==> src/bpc_pkg.sv <==
// bpc_pkg: shared types, constants and register indexes for the pressure compensation block
// no dependencies
`default_nettype none
package bpc_pkg;

  typedef struct packed {
    logic        action;
    logic [18:0] raw_value;
  } bpc_in_t;

  typedef struct packed {
    logic [31:0] value;
    logic        invalid;
  } bpc_out_t;

  // register indexes
  localparam logic [1:0] REG_CAL_A = 2'd0;
  localparam logic [1:0] REG_CAL_B = 2'd1;
  localparam logic [1:0] REG_CAL_C = 2'd2;
  localparam logic [1:0] REG_OSS   = 2'd3;

  localparam logic [31:0] TEMP_ROUND = 32'd8;
  localparam logic [31:0] B6_OFFSET  = 32'd4000;
  localparam logic [31:0] B4_OFFSET  = 32'd32768;
  localparam logic [31:0] B7_SCALE   = 32'd50000;
  localparam logic [31:0] FIN_MG     = 32'd3038;
  localparam logic [31:0] FIN_MH     = 32'hFFFFE343;
  localparam logic [31:0] FIN_MI     = 32'd3791;

  // serial multiplier: low 32 bits of a*b, two bits per cycle
  typedef struct packed {
    logic        start;
    logic [31:0] a;
    logic [31:0] b;
  } bpc_mul_req_t;

  typedef struct packed {
    logic        done;
    logic [31:0] p;
  } bpc_mul_rsp_t;

  // serial unsigned divider, one quotient bit per cycle
  typedef struct packed {
    logic        start;
    logic [31:0] n;
    logic [31:0] d;
  } bpc_div_req_t;

  typedef struct packed {
    logic        done;
    logic [31:0] q;
  } bpc_div_rsp_t;

  function automatic logic [31:0] asr(input logic [31:0] x, input logic [4:0] n);
    asr = 32'($signed(x) >>> n);
  endfunction

  function automatic logic [31:0] sx16(input logic [15:0] v);
    sx16 = {{16{v[15]}}, v};
  endfunction

endpackage
`default_nettype wire

==> src/barometer_pressure_compensation.sv <==
// barometer_pressure_compensation: top level, sequencer over one serial multiplier and divider
// depends on bpc_pkg, bpc_mul, bpc_div
//
//   channel | ports                         | direction
//   in      | in_valid, in_stall, in_data   | word in
//   out     | out_valid, out_stall, out_data| word out
//   cfg     | cfg_we, cfg_index, cfg_data   | register write
//
// a temperature word runs one product and one divide from acceptance to result
// a pressure word runs ten products and one divide
// a zero divisor ends a word early, before its divide is started
// products run on the shared multiplier, two bits per cycle, and quotients on the divider
// reset is synchronous and clears control, calibration registers and the kept b5 term
// in_stall is high while a word is in work; a finished result waits while out_stall holds
`default_nettype none
module barometer_pressure_compensation
  import bpc_pkg::*;
(
  input  wire logic        clk,
  input  wire logic        rst_n,
  input  wire logic        in_valid,
  output      logic        in_stall,
  input  wire bpc_in_t     in_data,
  output      logic        out_valid,
  input  wire logic        out_stall,
  output bpc_out_t         out_data,
  input  wire logic        cfg_we,
  input  wire logic [1:0]  cfg_index,
  input  wire logic [63:0] cfg_data
);

  // sequencer states
  localparam logic [4:0] S_IDLE = 5'd0;
  localparam logic [4:0] S_T1   = 5'd1;   // x1 = (raw-ac6)*ac5
  localparam logic [4:0] S_T2   = 5'd2;   // divide mc<<11 by den
  localparam logic [4:0] S_P1   = 5'd3;   // b6*b6
  localparam logic [4:0] S_P2   = 5'd4;   // sq*b2
  localparam logic [4:0] S_P3   = 5'd5;   // ac2*b6
  localparam logic [4:0] S_P4   = 5'd6;   // ac3*b6
  localparam logic [4:0] S_P5   = 5'd7;   // b1*sq
  localparam logic [4:0] S_P6   = 5'd8;   // ac4*(x3+32768)
  localparam logic [4:0] S_P7   = 5'd9;   // (raw-b3)*(50000>>oss)
  localparam logic [4:0] S_P8   = 5'd10;  // divide
  localparam logic [4:0] S_P9   = 5'd11;  // t*t
  localparam logic [4:0] S_P10  = 5'd12;  // x1*3038
  localparam logic [4:0] S_P11  = 5'd13;  // p*mh
  localparam logic [4:0] S_OUT  = 5'd14;
  localparam logic [4:0] S_T0   = 5'd15;
  localparam logic [4:0] S_P0   = 5'd16;

  logic [4:0]  state_r, state_nxt;
  logic        go_r, go_nxt;

  logic [63:0] cal_a_r, cal_b_r;
  logic [31:0] cal_c_r;
  logic [1:0]  oss_r;
  logic [31:0] b5_r, b5_nxt;

  logic [18:0] raw_r, raw_nxt;
  logic [31:0] t0_r, t0_nxt;    // x1 / b6
  logic [31:0] t1_r, t1_nxt;    // den / sq / b4
  logic [31:0] t2_r, t2_nxt;    // x3 accumulator / p
  logic [31:0] t3_r, t3_nxt;    // b3 / final x1 term
  logic [31:0] t4_r, t4_nxt;    // b7
  logic        neg_r, neg_nxt;  // quotient sign for temperature divide

  bpc_out_t    res_r, res_nxt;  // finished result waiting for the output word
  logic        ovalid_r, ovalid_nxt;
  bpc_out_t    odata_r, odata_nxt;

  bpc_mul_req_t mreq;
  bpc_mul_rsp_t mrsp;
  bpc_div_req_t dreq;
  bpc_div_rsp_t drsp;

  logic [31:0] ac1, ac2, ac3, ac4, ac5, ac6, cb1, cb2, mc, md;
  logic [31:0] b3v, x3v, nmag, dmag, qv, fin;

  bpc_mul u_mul (.clk(clk), .rst_n(rst_n), .req(mreq), .rsp(mrsp));
  bpc_div u_div (.clk(clk), .rst_n(rst_n), .req(dreq), .rsp(drsp));

  // calibration fields
  always_comb begin
    ac1 = sx16(cal_a_r[63:48]);
    ac2 = sx16(cal_a_r[47:32]);
    ac3 = sx16(cal_a_r[31:16]);
    ac4 = {16'd0, cal_a_r[15:0]};
    ac5 = {16'd0, cal_b_r[63:48]};
    ac6 = {16'd0, cal_b_r[47:32]};
    cb1 = sx16(cal_b_r[31:16]);
    cb2 = sx16(cal_b_r[15:0]);
    mc  = sx16(cal_c_r[31:16]);
    md  = sx16(cal_c_r[15:0]);
  end

  assign in_stall  = (state_r != S_IDLE);
  assign out_valid = ovalid_r;
  assign out_data  = odata_r;

  // sequencer
  always_comb begin
    state_nxt  = state_r;
    go_nxt     = 1'b0;
    b5_nxt     = b5_r;
    raw_nxt    = raw_r;
    t0_nxt     = t0_r;
    t1_nxt     = t1_r;
    t2_nxt     = t2_r;
    t3_nxt     = t3_r;
    t4_nxt     = t4_r;
    neg_nxt    = neg_r;
    res_nxt    = res_r;
    ovalid_nxt = ovalid_r && out_stall;
    odata_nxt  = odata_r;
    mreq       = '0;
    dreq       = '0;
    b3v  = 32'd0;
    x3v  = 32'd0;
    nmag = 32'd0;
    dmag = 32'd0;
    qv   = 32'd0;
    fin  = 32'd0;
    case (state_r)
      S_IDLE: begin
        if (in_valid && !in_stall) begin
          raw_nxt   = in_data.raw_value;
          state_nxt = in_data.action ? S_P0 : S_T0;
        end
      end
      S_T0: begin
        mreq = '{start: 1'b1, a: {13'd0, raw_r} - ac6, b: ac5};
        state_nxt = S_T1;
      end
      S_T1: if (mrsp.done) begin
        t0_nxt = asr(mrsp.p, 5'd15);
        t1_nxt = asr(mrsp.p, 5'd15) + md;
        if (asr(mrsp.p, 5'd15) + md == 32'd0) begin
          res_nxt = '{value: 32'd0, invalid: 1'b1};
          state_nxt = S_OUT;
        end else begin
          nmag = mc << 11;
          dmag = asr(mrsp.p, 5'd15) + md;
          neg_nxt = nmag[31] ^ dmag[31];
          dreq = '{start: 1'b1,
                   n: nmag[31] ? 32'd0 - nmag : nmag,
                   d: dmag[31] ? 32'd0 - dmag : dmag};
          state_nxt = S_T2;
        end
      end
      S_T2: if (drsp.done) begin
        qv = neg_r ? 32'd0 - drsp.q : drsp.q;
        b5_nxt = t0_r + qv;
        res_nxt = '{value: asr(t0_r + qv + TEMP_ROUND, 5'd4), invalid: 1'b0};
        state_nxt = S_OUT;
      end
      S_P0: begin
        t0_nxt = b5_r - B6_OFFSET;
        mreq = '{start: 1'b1, a: b5_r - B6_OFFSET, b: b5_r - B6_OFFSET};
        state_nxt = S_P1;
      end
      S_P1: if (mrsp.done) begin
        t1_nxt = asr(mrsp.p, 5'd12);
        mreq = '{start: 1'b1, a: asr(mrsp.p, 5'd12), b: cb2};
        state_nxt = S_P2;
      end
      S_P2: if (mrsp.done) begin
        t2_nxt = asr(mrsp.p, 5'd11);
        mreq = '{start: 1'b1, a: ac2, b: t0_r};
        state_nxt = S_P3;
      end
      S_P3: if (mrsp.done) begin
        x3v = t2_r + asr(mrsp.p, 5'd11);
        b3v = asr(((ac1 << 2) + x3v << oss_r) + 32'd2, 5'd2);
        t3_nxt = b3v;
        mreq = '{start: 1'b1, a: ac3, b: t0_r};
        state_nxt = S_P4;
      end
      S_P4: if (mrsp.done) begin
        t2_nxt = asr(mrsp.p, 5'd13);
        mreq = '{start: 1'b1, a: cb1, b: t1_r};
        state_nxt = S_P5;
      end
      S_P5: if (mrsp.done) begin
        x3v = asr(t2_r + asr(mrsp.p, 5'd16) + 32'd2, 5'd2);
        mreq = '{start: 1'b1, a: ac4, b: x3v + B4_OFFSET};
        state_nxt = S_P6;
      end
      S_P6: if (mrsp.done) begin
        t1_nxt = mrsp.p >> 15;
        mreq = '{start: 1'b1, a: {13'd0, raw_r} - t3_r, b: B7_SCALE >> oss_r};
        state_nxt = S_P7;
      end
      S_P7: if (mrsp.done) begin
        t4_nxt = mrsp.p;
        if (t1_r == 32'd0) begin
          res_nxt = '{value: 32'd0, invalid: 1'b1};
          state_nxt = S_OUT;
        end else begin
          dreq = '{start: 1'b1, n: mrsp.p[31] ? mrsp.p : {mrsp.p[30:0], 1'b0}, d: t1_r};
          state_nxt = S_P8;
        end
      end
      S_P8: if (drsp.done) begin
        qv = t4_r[31] ? {drsp.q[30:0], 1'b0} : drsp.q;
        t2_nxt = qv;
        mreq = '{start: 1'b1, a: asr(qv, 5'd8), b: asr(qv, 5'd8)};
        state_nxt = S_P9;
      end
      S_P9: if (mrsp.done) begin
        mreq = '{start: 1'b1, a: mrsp.p, b: FIN_MG};
        state_nxt = S_P10;
      end
      S_P10: if (mrsp.done) begin
        t3_nxt = asr(mrsp.p, 5'd16);
        mreq = '{start: 1'b1, a: t2_r, b: FIN_MH};
        state_nxt = S_P11;
      end
      S_P11: if (mrsp.done) begin
        fin = t2_r + asr(t3_r + asr(mrsp.p, 5'd16) + FIN_MI, 5'd4);
        res_nxt = '{value: fin, invalid: 1'b0};
        state_nxt = S_OUT;
      end
      // hand the result over once the output word is free
      S_OUT: begin
        if (!ovalid_r || !out_stall) begin
          ovalid_nxt = 1'b1;
          odata_nxt  = res_r;
          go_nxt     = 1'b1;
          state_nxt  = S_IDLE;
        end
      end
      default: state_nxt = S_IDLE;
    endcase
  end

  always_ff @(posedge clk) begin
    if (!rst_n) begin
      state_r  <= S_IDLE;
      go_r     <= 1'b0;
      ovalid_r <= 1'b0;
      b5_r     <= 32'd0;
      cal_a_r  <= 64'd0;
      cal_b_r  <= 64'd0;
      cal_c_r  <= 32'd0;
      oss_r    <= 2'd1;
    end else begin
      state_r  <= state_nxt;
      go_r     <= go_nxt;
      ovalid_r <= ovalid_nxt;
      b5_r     <= b5_nxt;
      // register writes
      if (cfg_we) begin
        case (cfg_index)
          REG_CAL_A: cal_a_r <= cfg_data;
          REG_CAL_B: cal_b_r <= cfg_data;
          REG_CAL_C: cal_c_r <= cfg_data[31:0];
          REG_OSS:   oss_r   <= cfg_data[1:0];
          default:   ;
        endcase
      end
    end
    raw_r   <= raw_nxt;
    t0_r    <= t0_nxt;
    t1_r    <= t1_nxt;
    t2_r    <= t2_nxt;
    t3_r    <= t3_nxt;
    t4_r    <= t4_nxt;
    neg_r   <= neg_nxt;
    res_r   <= res_nxt;
    odata_r <= odata_nxt;
  end

`ifndef SYNTHESIS
  // no new word while one is in work
  a_busy_stall: assert property (@(posedge clk) disable iff (!rst_n)
    (state_r != S_IDLE) |-> in_stall)
    else $error("accept while busy");
  // a result is raised only right after the output step
  a_out_rise: assert property (@(posedge clk) disable iff (!rst_n)
    $rose(out_valid) |-> go_r)
    else $error("result without output step");
  // multiplier and divider never finish together
  a_unit_excl: assert property (@(posedge clk) disable iff (!rst_n)
    !(mrsp.done && drsp.done))
    else $error("both units done");
  // kept b5 changes only on a finished temperature divide
  a_b5_hold: assert property (@(posedge clk) disable iff (!rst_n)
    !$stable(b5_r) |-> $past(state_r) == S_T2)
    else $error("b5 changed outside temperature");
`endif

endmodule
`default_nettype wire

==> src/bpc_mul.sv <==
// bpc_mul: shift-add multiplier, multiplier word shifted out two bits per cycle
// depends on bpc_pkg
`default_nettype none
module bpc_mul
  import bpc_pkg::*;
(
  input  wire logic   clk,
  input  wire logic   rst_n,
  input  wire bpc_mul_req_t req,
  output bpc_mul_rsp_t rsp
);

  logic [31:0] acc_r, acc_nxt;
  logic [31:0] mcand_r, mcand_nxt;
  logic [31:0] mplier_r, mplier_nxt;
  logic [4:0]  cnt_r, cnt_nxt;
  logic        busy_r, busy_nxt;
  logic        done_r, done_nxt;
  logic [31:0] part;

  // two-bit digit times multiplicand
  always_comb begin
    part = (mplier_r[0] ? mcand_r : 32'd0) + (mplier_r[1] ? {mcand_r[30:0], 1'b0} : 32'd0);
  end

  always_comb begin
    acc_nxt    = acc_r;
    mcand_nxt  = mcand_r;
    mplier_nxt = mplier_r;
    cnt_nxt    = cnt_r;
    busy_nxt   = busy_r;
    done_nxt   = 1'b0;
    if (req.start) begin
      acc_nxt    = 32'd0;
      mcand_nxt  = req.a;
      mplier_nxt = req.b;
      cnt_nxt    = 5'd0;
      busy_nxt   = 1'b1;
    end else if (busy_r) begin
      acc_nxt    = acc_r + part;
      mcand_nxt  = {mcand_r[29:0], 2'b00};
      mplier_nxt = {2'b00, mplier_r[31:2]};
      cnt_nxt    = cnt_r + 5'd1;
      if (cnt_r == 5'd15) begin
        busy_nxt = 1'b0;
        done_nxt = 1'b1;
      end
    end
  end

  always_ff @(posedge clk) begin
    if (!rst_n) begin
      busy_r <= 1'b0;
      done_r <= 1'b0;
      cnt_r  <= 5'd0;
    end else begin
      busy_r <= busy_nxt;
      done_r <= done_nxt;
      cnt_r  <= cnt_nxt;
    end
    acc_r    <= acc_nxt;
    mcand_r  <= mcand_nxt;
    mplier_r <= mplier_nxt;
  end

  assign rsp.done = done_r;
  assign rsp.p    = acc_r;

endmodule
`default_nettype wire

==> src/bpc_div.sv <==
// bpc_div: restoring unsigned divider, one quotient bit per cycle
// depends on bpc_pkg
`default_nettype none
module bpc_div
  import bpc_pkg::*;
(
  input  wire logic   clk,
  input  wire logic   rst_n,
  input  wire bpc_div_req_t req,
  output bpc_div_rsp_t rsp
);

  logic [32:0] rem_r, rem_nxt;
  logic [31:0] quo_r, quo_nxt;
  logic [31:0] den_r, den_nxt;
  logic [4:0]  cnt_r, cnt_nxt;
  logic        busy_r, busy_nxt;
  logic        done_r, done_nxt;
  logic [32:0] trial;
  logic [32:0] diff;

  // shift in one numerator bit and try a subtract
  always_comb begin
    trial = {rem_r[31:0], quo_r[31]};
    diff  = trial - {1'b0, den_r};
  end

  always_comb begin
    rem_nxt  = rem_r;
    quo_nxt  = quo_r;
    den_nxt  = den_r;
    cnt_nxt  = cnt_r;
    busy_nxt = busy_r;
    done_nxt = 1'b0;
    if (req.start) begin
      rem_nxt  = 33'd0;
      quo_nxt  = req.n;
      den_nxt  = req.d;
      cnt_nxt  = 5'd0;
      busy_nxt = 1'b1;
    end else if (busy_r) begin
      if (!diff[32]) begin
        rem_nxt = diff;
        quo_nxt = {quo_r[30:0], 1'b1};
      end else begin
        rem_nxt = trial;
        quo_nxt = {quo_r[30:0], 1'b0};
      end
      cnt_nxt = cnt_r + 5'd1;
      if (cnt_r == 5'd31) begin
        busy_nxt = 1'b0;
        done_nxt = 1'b1;
      end
    end
  end

  always_ff @(posedge clk) begin
    if (!rst_n) begin
      busy_r <= 1'b0;
      done_r <= 1'b0;
      cnt_r  <= 5'd0;
    end else begin
      busy_r <= busy_nxt;
      done_r <= done_nxt;
      cnt_r  <= cnt_nxt;
    end
    rem_r <= rem_nxt;
    quo_r <= quo_nxt;
    den_r <= den_nxt;
  end

  assign rsp.done = done_r;
  assign rsp.q    = quo_r;

endmodule
`default_nettype wire

==> config.mk <==
export PLATFORM = sky130hd
export DESIGN_NAME = barometer_pressure_compensation
export DESIGN_NICKNAME = d
export VERILOG_FILES = /design/src/bpc_pkg.sv /design/src/barometer_pressure_compensation.sv /design/src/bpc_mul.sv /design/src/bpc_div.sv
export SDC_FILE = /design/constraint.sdc
export NUM_CORES = 2
export LEC_CHECK = 0
export BUFFER_PORTS_ARGS = -buffer_cell sky130_fd_sc_hd__buf_2
export CAP_MARGIN = 20
export CORE_ASPECT_RATIO = 1.5
export CORE_UTILIZATION = 35
export DETAILED_ROUTE_END_ITERATION = 12
export PLACE_DENSITY_LB_ADDON = 0.3
export SETUP_SLACK_MARGIN = 0.4
export SYNTH_ARGS = -nofsm -noshare
export SYNTH_HDL_FRONTEND = slang
export SYNTH_SLANG_ARGS = --single-unit
==> constraint.sdc <==
create_clock -name clk -period 7.8 [get_ports clk]
set_clock_uncertainty 0.15 [all_clocks]
set_input_delay 0.39 -clock clk [delete_from_list [all_inputs] [get_ports clk]]
set_output_delay 0.39 -clock clk [all_outputs]
set_load 0.05 [all_outputs]
==> reports/results.ini <==
[critical_path]
worst_setup_path_start_kind = flip-flop
setup.worst_path.class = reg2reg
arrival_ps = 6880
end_kind = flip-flop
crit_fanout = 7
required_ps = 8080

[sta]
fin_setup_tns_ps = 0
relSlewSlack = 0.167
setup_viol = 0
final_hold_viol_count = 0
rsz0062_at_grt = false
timing.fmax_mhz = 152
post-route-period-util = 0.846
worst_pin_slew_ps = 1220
finalMaxSlewViolations = 0
fin_crit_ps = 6600

[clocking]
cts_sinks = 595
cts.hold.buffers_added = 85
cts_made_buffers = 60
cts_max_level = 2
clk_latency_ps = 750
cts-root-buf = clkbuf_16
cts_tree = built
path_clk_slew_ps = 70
postCtsSetupRepairBufs = 0
cts_max_path_buffers = 3
ctsResizeCount = 0

[routing]
first_pass_iters = 7
route.antenna.remaining_nets = 0
wl_um = 188000
vias = 43000
drc = 0
routedWlPerCell_um = 25.8
dr.first_iter.drc_count = 4364
via_per_inst = 5.90

[finish]
final_nets = 6014
drive_gt1_frac = 0.0729
finalInstanceArea_sq_um = 51700
area_growth_pct = 12.1

[job]
drv_cap = 0

[grt]
grt.met2_usage = 0.473
antenna_found_initial = 9
grt_pass1_wl_um = 272000
top_usage_layer = met2
grt_overflow_total = 0
use_met3 = 0.0441
grt_pass1_vias = 41600
use_met1 = 0.305
grt_max_degree = 121
grt_use_total = 0.274

[yosys]
synth-edff-count = 317
synth_area_sq_um = 46100
ys_ff_latch = 595
yosysWarningCount = 0
syn_nets = 5924
ys_types = 97
synth_area_per_cell_sq_um = 8.52
synthCells = 5416
yosysSeqAreaShare = 0.327
ys.flop_type = edfxtp_1
synthArstFlopShare = 0

[floorplanning]
io_pins = 126
die-area_sq_um = 133000
die_h_um = 447
die_w_um = 298
rows = 162
start_util = 0.354
core_sq_um = 130000

[min_path]
hold_path.class = in2reg

[place]
dpl.hpwl_um = 145000
gp_congestion = 1.05
placed_area_sq_um = 48700
numPortBuffers = 125

[pwr]
power_density_nw_per_um2 = 366
p_leak_nw = 20.3
max-vdd-ir-drop_mv = 0.221

[outcome]
status = completed

-- power by group --
part	internal, mW	switching, mW
combinational	4.31	7.12
clock	1.73	1.43
sequential	3.80	0.565
total	9.84	9.12
-- synthesized netlist by cell type, types with 46 or more instances --
cell type / n / share of area
nor3_1: 88 / 0.0095
mux2i_1: 125 / 0.027
nor2b_1: 48 / 0.0065
a22oi_1: 53 / 0.0086
a21boi_0: 189 / 0.031
nand2_1: 814 / 0.066
a21o_1: 96 / 0.016
dfxtp_1: 278 / 0.12
ha_1: 349 / 0.095
a211oi_1: 65 / 0.011
nor2_1: 407 / 0.033
edfxtp_1: 317 / 0.21
nand3_1: 125 / 0.014
xnor2_1: 230 / 0.044
a21oi_1: 349 / 0.038
clkbuf_1: 253 / 0.021
fa_1: 68 / 0.030
o21ai_0: 279 / 0.030
nand2b_1: 56 / 0.0076
xor2_1: 138 / 0.026
o21a_1: 46 / 0.0075
inv_1: 250 / 0.020
-- kinds of logic (layout without fill, tap and decap cells) --
family / Yosys count / in the layout / synth area share
compound gates: 1536 / 1536 / 0.225
xor+xnor: 369 / 369 / 0.0702
fa+ha+maj: 417 / 417 / 0.124
buf+inv: 537 / 677 / 0.0441
flops: 595 / 595 / 0.327
mux: 135 / 135 / 0.0303
other cells: 0 / 5 / 0
simple gates: 1827 / 1827 / 0.180
-- layer usage --
| metal | vias to the layer above | routed length, um | part of all wire |
|---|---|---|---|
| met5 | - | 72 | 0.00038 |
| li1 | 19800 | - | - |
| met1 | 20600 | 68700 | 0.37 |
| met4 | 10 | 16100 | 0.086 |
| met3 | 611 | 13200 | 0.070 |
| met2 | 1919 | 89500 | 0.48 |
-- state kept, by name, summed over array words and instances, names as in the netlist, 20 cells and up --
| name | count |
|---|---|
| res_r | 33 |
| cal_c_r | 32 |
| u_div.quo_r | 32 |
| u_mul.acc_r | 32 |
| u_mul.mplier_r | 32 |
| cal_a_r | 64 |
| u_div.rem_r | 32 |
| t2_r | 32 |
| t1_r | 20 |
| b5_r | 32 |
| t3_r | 30 |
| out_data | 33 |
| cal_b_r | 64 |
| u_div.den_r | 20 |
| t0_r | 32 |
| u_mul.mcand_r | 32 |
-- metrics by stage --
| step | hold slack, ps | total power [mW] | cells | setup WS (ps) | utilization |
|---|---|---|---|---|---|
| 3_3_place_gp | 251 | 15.4 | 7076 | 1280 | 0.374 |
| 4_1_cts | 31.8 | 18.7 | 7274 | 1240 | 0.397 |
| 2_1_floorplan | 250 | 12.1 | 5416 | 1430 | - |
| 5_1_grt | 44.6 | 20.0 | 7280 | 753 | 0.397 |
| 3_5_place_dp | 255 | 15.5 | 7077 | 1300 | 0.374 |
| 6_report | 55.3 | 19.0 | 7283 | 1200 | 0.397 |
-- worst max-delay path: stages, from the launching register on --
cell and delay [ps]:
edfxtp_1 460, inv_1 140, ha_1 160, nand2_1 60
or3_1 340, or2_2 300, o41ai_1 320, xnor2_1 120
ha_1 420, nand4_1 230, nor4_1 310, nor2_1 160
a21o_1 240, a2111oi_0 1070, nor4_1 130, nor3_1 210
o21ai_0 210, or3_1 460, a2111oi_0 530, xnor2_1 180
o22ai_1 90
-- path summary, 6_finish.rpt --
kind | to | from | cells after the start | slack, ps
worst min register to register | out_data[21] | res_r[21] | 0 | 260
worst max register to register | res_r[27] | u_div.quo_r[0] | 20 | 1200
worst max-delay path | res_r[27] | u_div.quo_r[0] | 20 | 1200
worst min-delay path | oss_r[0] | cfg_index[1] | 4 | 60
-- cells in the final DEF, fill, tap and decap left out, drive strengths merged, types with 228 or more instances in the layout --
cell type,Yosys,layout
dfxtp,278,278
a21oi,349,349
edfxtp,317,317
inv,251,252
o21ai,282,282
ha,349,349
nor2,410,410
xnor2,231,231
buf,31,228
nand2,815,815
-- final cells by class --
class                      instances  area, sq um
tap                             1722         2150
timing repair buffer             313         2290
clock buffer                      86         1740
clock inverter                    26          342
antenna                            5         12.5
sequential                       595        15100
inverter                         252          946
fill                           13200        78600
multi-input combinational       4284        29200
No activity file was read; power rests on OpenSTA's default activity.
